==> config.mk <==
export PLATFORM = sky130hd
export DESIGN_NAME = dam_ctrl
export DESIGN_NICKNAME = d
export VERILOG_FILES = /design/src/rtl/dam_pkg.sv /design/src/rtl/dam_ctrl.sv
export SDC_FILE = /design/constraint.sdc
export NUM_CORES = 1
export LEC_CHECK = 0
export BUFFER_PORTS_ARGS = -buffer_cell sky130_fd_sc_hd__buf_2
export CAP_MARGIN = 15
export CORE_AREA = 2 2 39 41
export CTS_CLUSTER_DIAMETER = 120
export DETAILED_ROUTE_END_ITERATION = 10
export DIE_AREA = 0 0 41 43
export PLACE_DENSITY = 0.55
export RECOVER_POWER = 25
export SLEW_MARGIN = 10
export SYNTH_ARGS = -nofsm -noshare
export SYNTH_HDL_FRONTEND = slang
export SYNTH_SLANG_ARGS = --single-unit
==> constraint.sdc <==
create_clock -name clk_i -period 3.1 [get_ports clk_i]
set_input_delay 0.155 -clock clk_i [delete_from_list [all_inputs] [get_ports clk_i]]
set_output_delay 0.155 -clock clk_i [all_outputs]
set_load 0.05 [all_outputs]
==> src/rtl/dam_pkg.sv <==
// Shared types and constants for the dense-graph shortest path block.
package dam_pkg;

  localparam int unsigned DEF_MAX_VERTICES = 32;
  localparam int unsigned DEF_WEIGHT_BITS  = 16;

  localparam int unsigned VTX_W    = 6;
  localparam int unsigned WT_IN_W  = 16;
  localparam int unsigned DIST_W   = 22;
  localparam int unsigned CFG_W    = 7;

  localparam logic [DIST_W-1:0] DIST_MAX  = 22'h3F_FFFF;
  localparam logic [CFG_W-1:0]  CFG_RESET = 7'd32;

  localparam logic ACT_WRITE = 1'b0;
  localparam logic ACT_RUN   = 1'b1;

  typedef enum logic [3:0] {
    ST_CLEAR,
    ST_IDLE,
    ST_SCAN,
    ST_SCAN_END,
    ST_DECIDE,
    ST_RELAX,
    ST_RELAX_END,
    ST_EMIT_RD,
    ST_EMIT_LD
  } state_e;

  typedef struct packed {
    logic clr_en;
    logic edge_wr;
    logic run_start;
    logic idx_clr;
    logic scan_begin;
    logic issue;
    logic relax;
    logic visit;
    logic out_load;
  } cmd_t;

  typedef struct packed {
    logic clr_done;
    logic idx_last;
    logic found;
    logic out_free;
  } sts_t;

endpackage

==> src/rtl/dam_ctrl.sv <==
// Sequencer for edge-store clearing, search rounds and result emission.
module dam_ctrl (
  input  logic          clk_i,
  input  logic          rst_ni,
  input  logic          in_valid_i,
  input  logic          action_i,
  output logic          in_ready_o,
  input  dam_pkg::sts_t sts_i,
  output dam_pkg::cmd_t cmd_o
);

  dam_pkg::state_e state_q, state_d;

  always_ff @(posedge clk_i or negedge rst_ni) begin
    if (!rst_ni) begin
      state_q <= dam_pkg::ST_CLEAR;
    end else begin
      state_q <= state_d;
    end
  end

  always_comb begin
    state_d = state_q;
    unique case (state_q)
      dam_pkg::ST_CLEAR: begin
        if (sts_i.clr_done) state_d = dam_pkg::ST_IDLE;
      end
      dam_pkg::ST_IDLE: begin
        if (in_valid_i && action_i == dam_pkg::ACT_RUN) state_d = dam_pkg::ST_SCAN;
      end
      dam_pkg::ST_SCAN: begin
        if (sts_i.idx_last) state_d = dam_pkg::ST_SCAN_END;
      end
      dam_pkg::ST_SCAN_END: begin
        state_d = dam_pkg::ST_DECIDE;
      end
      dam_pkg::ST_DECIDE: begin
        state_d = sts_i.found ? dam_pkg::ST_RELAX : dam_pkg::ST_EMIT_RD;
      end
      dam_pkg::ST_RELAX: begin
        if (sts_i.idx_last) state_d = dam_pkg::ST_RELAX_END;
      end
      dam_pkg::ST_RELAX_END: begin
        state_d = dam_pkg::ST_SCAN;
      end
      dam_pkg::ST_EMIT_RD: begin
        state_d = dam_pkg::ST_EMIT_LD;
      end
      dam_pkg::ST_EMIT_LD: begin
        if (sts_i.out_free) state_d = sts_i.idx_last ? dam_pkg::ST_IDLE : dam_pkg::ST_EMIT_RD;
      end
      default: state_d = dam_pkg::ST_CLEAR;
    endcase
  end

  always_comb begin
    cmd_o      = '0;
    in_ready_o = 1'b0;
    unique case (state_q)
      dam_pkg::ST_CLEAR: begin
        cmd_o.clr_en = 1'b1;
      end
      dam_pkg::ST_IDLE: begin
        in_ready_o = 1'b1;
        if (in_valid_i) begin
          if (action_i == dam_pkg::ACT_WRITE) begin
            cmd_o.edge_wr = 1'b1;
          end else begin
            cmd_o.run_start  = 1'b1;
            cmd_o.idx_clr    = 1'b1;
            cmd_o.scan_begin = 1'b1;
          end
        end
      end
      dam_pkg::ST_SCAN: begin
        cmd_o.issue = 1'b1;
      end
      dam_pkg::ST_SCAN_END: begin
      end
      dam_pkg::ST_DECIDE: begin
        cmd_o.idx_clr = 1'b1;
        cmd_o.visit   = sts_i.found;
      end
      dam_pkg::ST_RELAX: begin
        cmd_o.issue = 1'b1;
        cmd_o.relax = 1'b1;
      end
      dam_pkg::ST_RELAX_END: begin
        cmd_o.idx_clr    = 1'b1;
        cmd_o.scan_begin = 1'b1;
      end
      dam_pkg::ST_EMIT_RD: begin
      end
      dam_pkg::ST_EMIT_LD: begin
        cmd_o.out_load = sts_i.out_free;
      end
      default: begin
      end
    endcase
  end

  a_load_free: assert property (@(posedge clk_i) disable iff (!rst_ni)
    cmd_o.out_load |-> sts_i.out_free)
    else $error("result loaded over an untaken result");

  a_run_scan: assert property (@(posedge clk_i) disable iff (!rst_ni)
    (in_valid_i && in_ready_o && action_i == dam_pkg::ACT_RUN) |=> state_q == dam_pkg::ST_SCAN)
    else $error("run transaction did not start a scan");

  a_last_idle: assert property (@(posedge clk_i) disable iff (!rst_ni)
    (cmd_o.out_load && sts_i.idx_last) |=> in_ready_o)
    else $error("block not ready after final result");

endmodule

# Word level (Yosys, flattened, before mapping)
# Cells that the tools add are included.
# word_totals
in_bits	8
register_bits	4
# classes
reduce_logical	5
n_eq_ne	13
mux	20
# ops
cell	n
one-hot mux 4 bit (9 select lines)	1
2-to-1 mux 4 bit	6
== test 4 x 3 -> 1 bit, second input constant	4
inequality test 2 bit, second input constant	5
== test 4 x 2 -> 1 bit, second input constant	2
2-to-1 mux 1 bit	7
2-to-1 mux 3 bit	2
AND reduction 5 bit	1
== test 4 x 1 -> 1 bit, second input constant	1
== test 4 bit, second input constant	1
zero test 4 bit	1
2-to-1 mux 2 bit	2
one-hot mux 1 bit (2 select lines)	2
OR reduction 2 bit	2
logical AND 1 bit	1

# Longest topological paths before layout
# Gate-level depths: netlist of run 1.
# depth
depth_word	3
mapped_depth	5
depth_no_buf	4

# Worst setup path before layout of run 1
# OpenSTA, ideal clock, no wires.
# synth_timing
path_kind	register to output
from	register state_q[1]
to	output port cmd_o[7] (netlist name)
path_stages_with_launch	4
arrival_time_ns	2.320
t_required_ns	2.945
path_slack_ns	0.625
n_path_buf	0
cell_sequence	dfrtp_1 > nand2b_1 > nor3_1 > and3b_1
# synth_lines
element	line	rtl
start: declaration	dam_ctrl.sv:12	dam_pkg::state_e state_q, state_d;
start signal: assignment	dam_ctrl.sv:16	state_q <= dam_pkg::ST_CLEAR;
start signal: assignment	dam_ctrl.sv:18	state_q <= state_d;
end: declaration	dam_ctrl.sv:9	output dam_pkg::cmd_t cmd_o

==> flow_summary.toml, run 1 <==
[detailed_routing]
vias_per_cell = 5.35
drtAntennaViolNets = 0
drc = 0
vias = 455
drt-total-wl_um = 942
wl_per_cell_um = 11.1
drt-pass1-iter-count = 4
drt_first_iter_violations = 7

[yosys]
synth.area.mux_share_pct = 2.34
yosys.area.top_type_share_pct = 23.4
syn-num-nets = 61
avgSynthCellArea_um2 = 8.07
synthSimpleGateAreaFrac_pct = 41.5
synth_compound_area_share_pct = 23.7
netlist_area_um2 = 428
synthFlopType = "dfrtp_1"
yosys_warnings = 0
yosysMostFrequentCell = "a21oi_1"
synth-xor-area-share_pct = 0
synth-seq-cells = 4
yosysUniqueCellTypes = 28
synth_top_family_by_area = "simple AND/OR/NAND/NOR gates"
synthAdderAreaFrac_pct = 0
syn-instance-count = 53
ys_top_cells_by_count = "6 x a21oi_1, 5 x nand2_1, 4 x buf_2, 4 x dfrtp_1, 4 x nor2_1"
ys_top_cells_by_area = "dfrtp_1 23%, a21oi_1 7.0%, buf_2 4.7%"
async_reset_ff_share_pct = 100
synth-edff-count = 0
seq_area_frac_synth_pct = 23.4
synth_top_area_cell = "dfrtp_1"

[worst_hold_path]
worstHoldEndpoint = "state_q[3]$_DFFE_PN0P_"
min_from = "sts_i[0]"
min_path_type = "in2reg"
worstHoldPathCells = 2

[flow_run]
drv_cap = 0

[critical_path]
critical_path_class = "reg2out"
worstPathRequired_ns = 2.94
cp.arrival_ns = 1.69
timing.rr.end = "state_q[0]$_DFFE_PN0P_"
path_max_fanout = 19
startpoint_type = "register"
endpoint_kind = "primary output"
r2r_setup_slack_ns = 1.51
r2r_cells = 4
crit-reg2reg-launch = "state_q[2]$_DFFE_PN0P_"

[global_route]
grt_pass1_vias = 366
grt_first_pass_wirelength_um = 1480
grt_max_degree = 20
overflow = 0
grt_use_total_pct = 12.6
antenna_found_initial = 0

[cells_and_area]
syn2layout_area_growth_pct = 24.6
top_register = "state_q"
largest_register_ffs = 4
fin_nets = 79
layout-drive-gt1-share_pct = 31.9
n_antenna_cell = 0
reg.largest.list = "state_q x4"

[sta]
slew_headroom_pct = 63.0
fin_skew_ns = 0.00177
fmax_ghz = 0.543
drv_slew = 0
setup_viol = 0
period_needed_ns = 1.84
worst_pin_slew_ns = 0.555
finalHoldWorstSlack_ns = 0.148
rsz0062_at_grt = "no"
tns_ns = 0
finalWorstSetupSlack_ns = 1.26
finalCritPeriodShare_pct = 59.4
hold_violations = 0

[die]
start_util_pct = 30.9
fp.dieArea_mm2 = 0.00176
rows = 14
die_w_um = 41
core_mm2 = 0.00138
io_pins = 18
die_h_um = 43

[placement]
pre_cts_ws_ns = 1.51
gp_congestion = 0.719
place_hpwl_um = 677
port_buffers = 17

[clocking]
postCtsResizedCells = 0
clock_sinks = 4
cts.path.max_buffers = 2
clock_latency_ns = 0.23
cts_max_level = 1
cts_tree = "yes"
cts_buffers = 3
clockRootBuffer = "clkbuf_4"
path_clk_slew_ns = 0.04

[power_and_ir_drop]
switching_share_pct = 57.9
p_switching_w = 0.000342
p_leak_nw = 0.257
p_clk_share_pct = 10.4
seqPwrFrac_pct = 25.5
vdd_ir_drop_max_mv = 0.381
power_density_mw_per_mm2 = 1110
p_int_w = 0.000249
p_comb_share_pct = 64.1

[status]
status = "finished, final reports clean"
==> routing by layer <==
layer / vias up / GRT usage (%) / wire, um
met1: 206 / 16.3 / 409
met3: 0 / 3.14 / 67
li1: 227 / - / -
met2: 22 / 16.9 / 465
met4: 0 / 10.0 / 0
met5: - / 0 / 0
==> stage by stage <==
| step | total power [W] | instances | cell area [um^2] | utilization, % |
|---|---|---|---|---|
| floorplan | 0.000473 | 53 | 428 | - |
| global placement | 0.000531 | 81 | 502 | 36.3 |
| CTS | 0.000597 | 85 | 534 | 38.6 |
| finish | 0.000592 | 85 | 533 | 38.5 |
| detailed placement | 0.000531 | 81 | 502 | 36.3 |
| global route | 0.000639 | 85 | 533 | 38.5 |
==> power by group through the flow <==
stage          logic [W]  registers [W]  clock network, W
3_5_place_dp    0.000382       0.000150                 0
4_1_cts         0.000383       0.000148         0.0000655
5_1_grt         0.000414       0.000157         0.0000675
3_3_place_gp    0.000383       0.000148                 0
6_report        0.000379       0.000151         0.0000617
2_1_floorplan   0.000381      0.0000921                 0
==> timing repair <==
item                      4_1_cts  5_1_grt
setup buffers                   0        0
hold endpoints to repair        4        0
hold buffers                    1        0
==> critical path, cell delays in order (launching register included) <==
cell      delay, ns
dfrtp_1        0.57
nand3b_4       0.25
or2_1          0.22
a21oi_1        0.13
buf_2          0.28
==> layout make-up <==
class	instances	area, um^2
Fill cell	153	851
Multi-Input combinational cell	42	289
Sequential cell	4	100
Timing Repair Buffer	18	93.8
Clock buffer	3	22.5
Tap cell	16	20.0
Inverter	2	7.51
==> cells in the final DEF, fill, tap and decap left out, types with 2 or more instances in the layout <==
master     n
nand3b_1   2
buf_2     16
nor3_1     2
inv_1      2
a21oi_1    6
o32ai_1    2
nor2b_1    2
nor2_1     4
and3_1     2
nand2_1    5
clkbuf_4   3
nand2b_1   2
dfrtp_1    4
==> worst max path at each step <==
stage                            from  endpoint  slack [ns]  cells past startpoint
2_1_floorplan  state_q[1]$_DFFE_PN0P_  cmd_o[7]        0.63                      3
3_3_place_gp   state_q[1]$_DFFE_PN0P_  cmd_o[7]        1.52                      4
3_5_place_dp   state_q[0]$_DFFE_PN0P_  cmd_o[7]        1.51                      4
4_1_cts        state_q[2]$_DFFE_PN0P_  cmd_o[5]        1.25                      4
5_1_grt        state_q[2]$_DFFE_PN0P_  cmd_o[5]        1.13                      4
6_report       state_q[2]$_DFFE_PN0P_  cmd_o[5]        1.26                      4
==> cells by family after synthesis <==
logic type,count (synthesis)
AOI/OAI and AO/OA,14
and+or+nand+nor,27
DFF,4
buffers and inverters,7
muxes,1
No activity file was read; power rests on OpenSTA's default activity.
==> run 2, diff against run 1 <==
==> constraint.sdc (replaced) <==
create_clock -name clk_i -period 1.7 [get_ports clk_i]
set_input_delay 0.085 -clock clk_i [delete_from_list [all_inputs] [get_ports clk_i]]
set_output_delay 0.085 -clock clk_i [all_outputs]
set_load 0.05 [all_outputs]
==> run 2 against run 1 <==
Compared with the run above: global-route usage up 1.8 points; clock-buffer cell count stayed put; wire length up 12%; utilization is 6.2 points higher; first-iteration DRC count rose to 2.7 times the previous value; via count increased by 1.5%; critical path depth did not move; flip-flop and latch count stayed put; combinational power up 140%; critical path type unchanged; largest cell class unchanged; largest power group unchanged.
==> flow_summary.toml, run 2 (synthesis results as in run 1) <==
[global_route]
grt_first_pass_wirelength_um = 1680
grt_use_total_pct = 14.4
grt_pass1_vias = 408
grt_max_degree = 12
overflow = 0
antenna_found_initial = 0

[detailed_routing]
vias_per_cell = 5.19
wl_per_cell_um = 11.9
drt-total-wl_um = 1060
drt-met1-wl_um = 490
maxUsedRoutingLayer = "met3"
dr_wl_met2_um = 500
drt_first_iter_violations = 19
vias = 462
drtAntennaViolNets = 0
drc = 0
drt-pass1-iter-count = 4
dr_wl_met3_um = 64

[critical_path]
cp_slowest_stage_delay_ns = 0.46
path_cells = "nand2b_1 -> or2_1 -> a21oi_2 -> buf_6"
critical_path_class = "reg2out"
slowest_stage = "dfrtp_2"
cp.arrival_ns = 1.51
startpoint_type = "register"
r2r_cells = 5
endpoint_kind = "primary output"
worstPathRequired_ns = 1.62
path_max_fanout = 9

[die]
die_w_um = 41
io_pins = 18
fp.dieArea_mm2 = 0.00176
start_util_pct = 30.9
die_h_um = 43
rows = 14
core_mm2 = 0.00138

[placement]
place_area_um2 = 559
gp_congestion = 0.727
place_hpwl_um = 827
port_buffers = 17

[cells_and_area]
top_register = "state_q"
n_antenna_cell = 0
final_cell_mix = "12 x buf_2, 5 x nand2_1, 5 x buf_4, 4 x clkbuf_4"
layout-drive-gt1-share_pct = 47.9
largest_register_ffs = 4
fin_nets = 83
layout_commonest_cell = "buf_2"
design_area_um2 = 619
reg.largest.list = "state_q x4"
syn2layout_area_growth_pct = 44.7

[worst_hold_path]
worstHoldPathCells = 2
min_path_type = "in2reg"

[sta]
fmax_ghz = 0.628
slew_headroom_pct = 82.7
rsz0062_at_grt = "no"
setup_viol = 0
finalCritPeriodShare_pct = 93.6
hold_violations = 0
fin_skew_ns = 0.00568
drv_slew = 0
worst_pin_slew_ns = 0.255
tns_ns = 0
period_needed_ns = 1.59

[power_and_ir_drop]
vdd_ir_drop_max_mv = 0.844
power_density_mw_per_mm2 = 1990
power_w = 0.00123
p_leak_nw = 0.284

[clocking]
cts_setup_buffers = 0
clock_latency_ns = 0.24
path_clk_slew_ns = 0.04
cts_buffers = 3
cts_max_level = 1
clock_sinks = 4
cts.path.max_buffers = 2
cts_tree = "yes"
clockRootBuffer = "clkbuf_4"

[status]
status = "finished, final reports clean"

[flow_run]
drv_cap = 0
==> run 2: cell count changes in the layout (fill, tap and decap cells not counted), sizes merged <==
cell / delta
buf: +3
clkbuf: +1
==> run 2: report_power, final <==
group	internal [W]	total, W	switching [W]	leakage, nW
sequential	0.000137	0.000217	0.0000798	0.0489
clock	0.0000790	0.000118	0.0000392	0.0138
combinational	0.000330	0.000897	0.000567	0.221
total	0.000546	0.00123	0.000686	0.284
==> run 2: final cells by class <==
class	count	area, um^2
clock buffer	3	22.5
inverter	2	7.51
tap	16	20.0
fill	147	764
multi-input combinational	42	325
timing repair buffer	22	141
sequential	4	103
==> run 2: final timing paths <==
check	startpoint	slack (ns)	to
max	state_q[1]$_DFFE_PN0P_	0.11	cmd_o[5]
min	sts_i[0]	0.06	state_q[3]$_DFFE_PN0P_
max reg2reg	state_q[0]$_DFFE_PN0P_	0.25	state_q[1]$_DFFE_PN0P_
min reg2reg	state_q[1]$_DFFE_PN0P_	0.73	state_q[2]$_DFFE_PN0P_
max in group asynchronous	rst_ni	1.30	state_q[2]$_DFFE_PN0P_
min in group asynchronous	rst_ni	0.20	state_q[0]$_DFFE_PN0P_
==> run 2: metal layers <==
| metal | global-route usage [%] | vias to the layer above |
|---|---|---|
| met2 | 20.3 | 15 |
| li1 | - | 236 |
| met1 | 18.5 | 211 |
| met4 | 6.00 | 0 |
| met3 | 6.28 | 0 |
| met5 | 0 | - |
==> run 2: critical path: cells and delay by family, from the launching register on <==
kind	cells	cell delay, ns
AOI/OAI and AO/OA	1	0.16
and+or+nand+nor	2	0.48
DFF	1	0.46
buffers and inverters	1	0.17
==> run 2: repair_timing <==
item,in CTS,in global routing
gates resized for setup,2,9
hold endpoints to repair,4,0
hold buffers,1,0
setup endpoints to repair,2,7
==> run 2: per-stage QoR <==
stage / setup WS (ns) / instances / utilization (%) / hold slack, ns
finish: 0.108 / 89 / 44.8 / 0.0589
global route: 0.00135 / 89 / 44.8 / 0.0624
CTS: 0.0115 / 89 / 43.1 / 0.0541
detailed placement: 0.234 / 85 / 40.4 / -0.109
global placement: 0.248 / 85 / 40.4 / -0.107
floorplan: -0.210 / 53 / - / -0.211
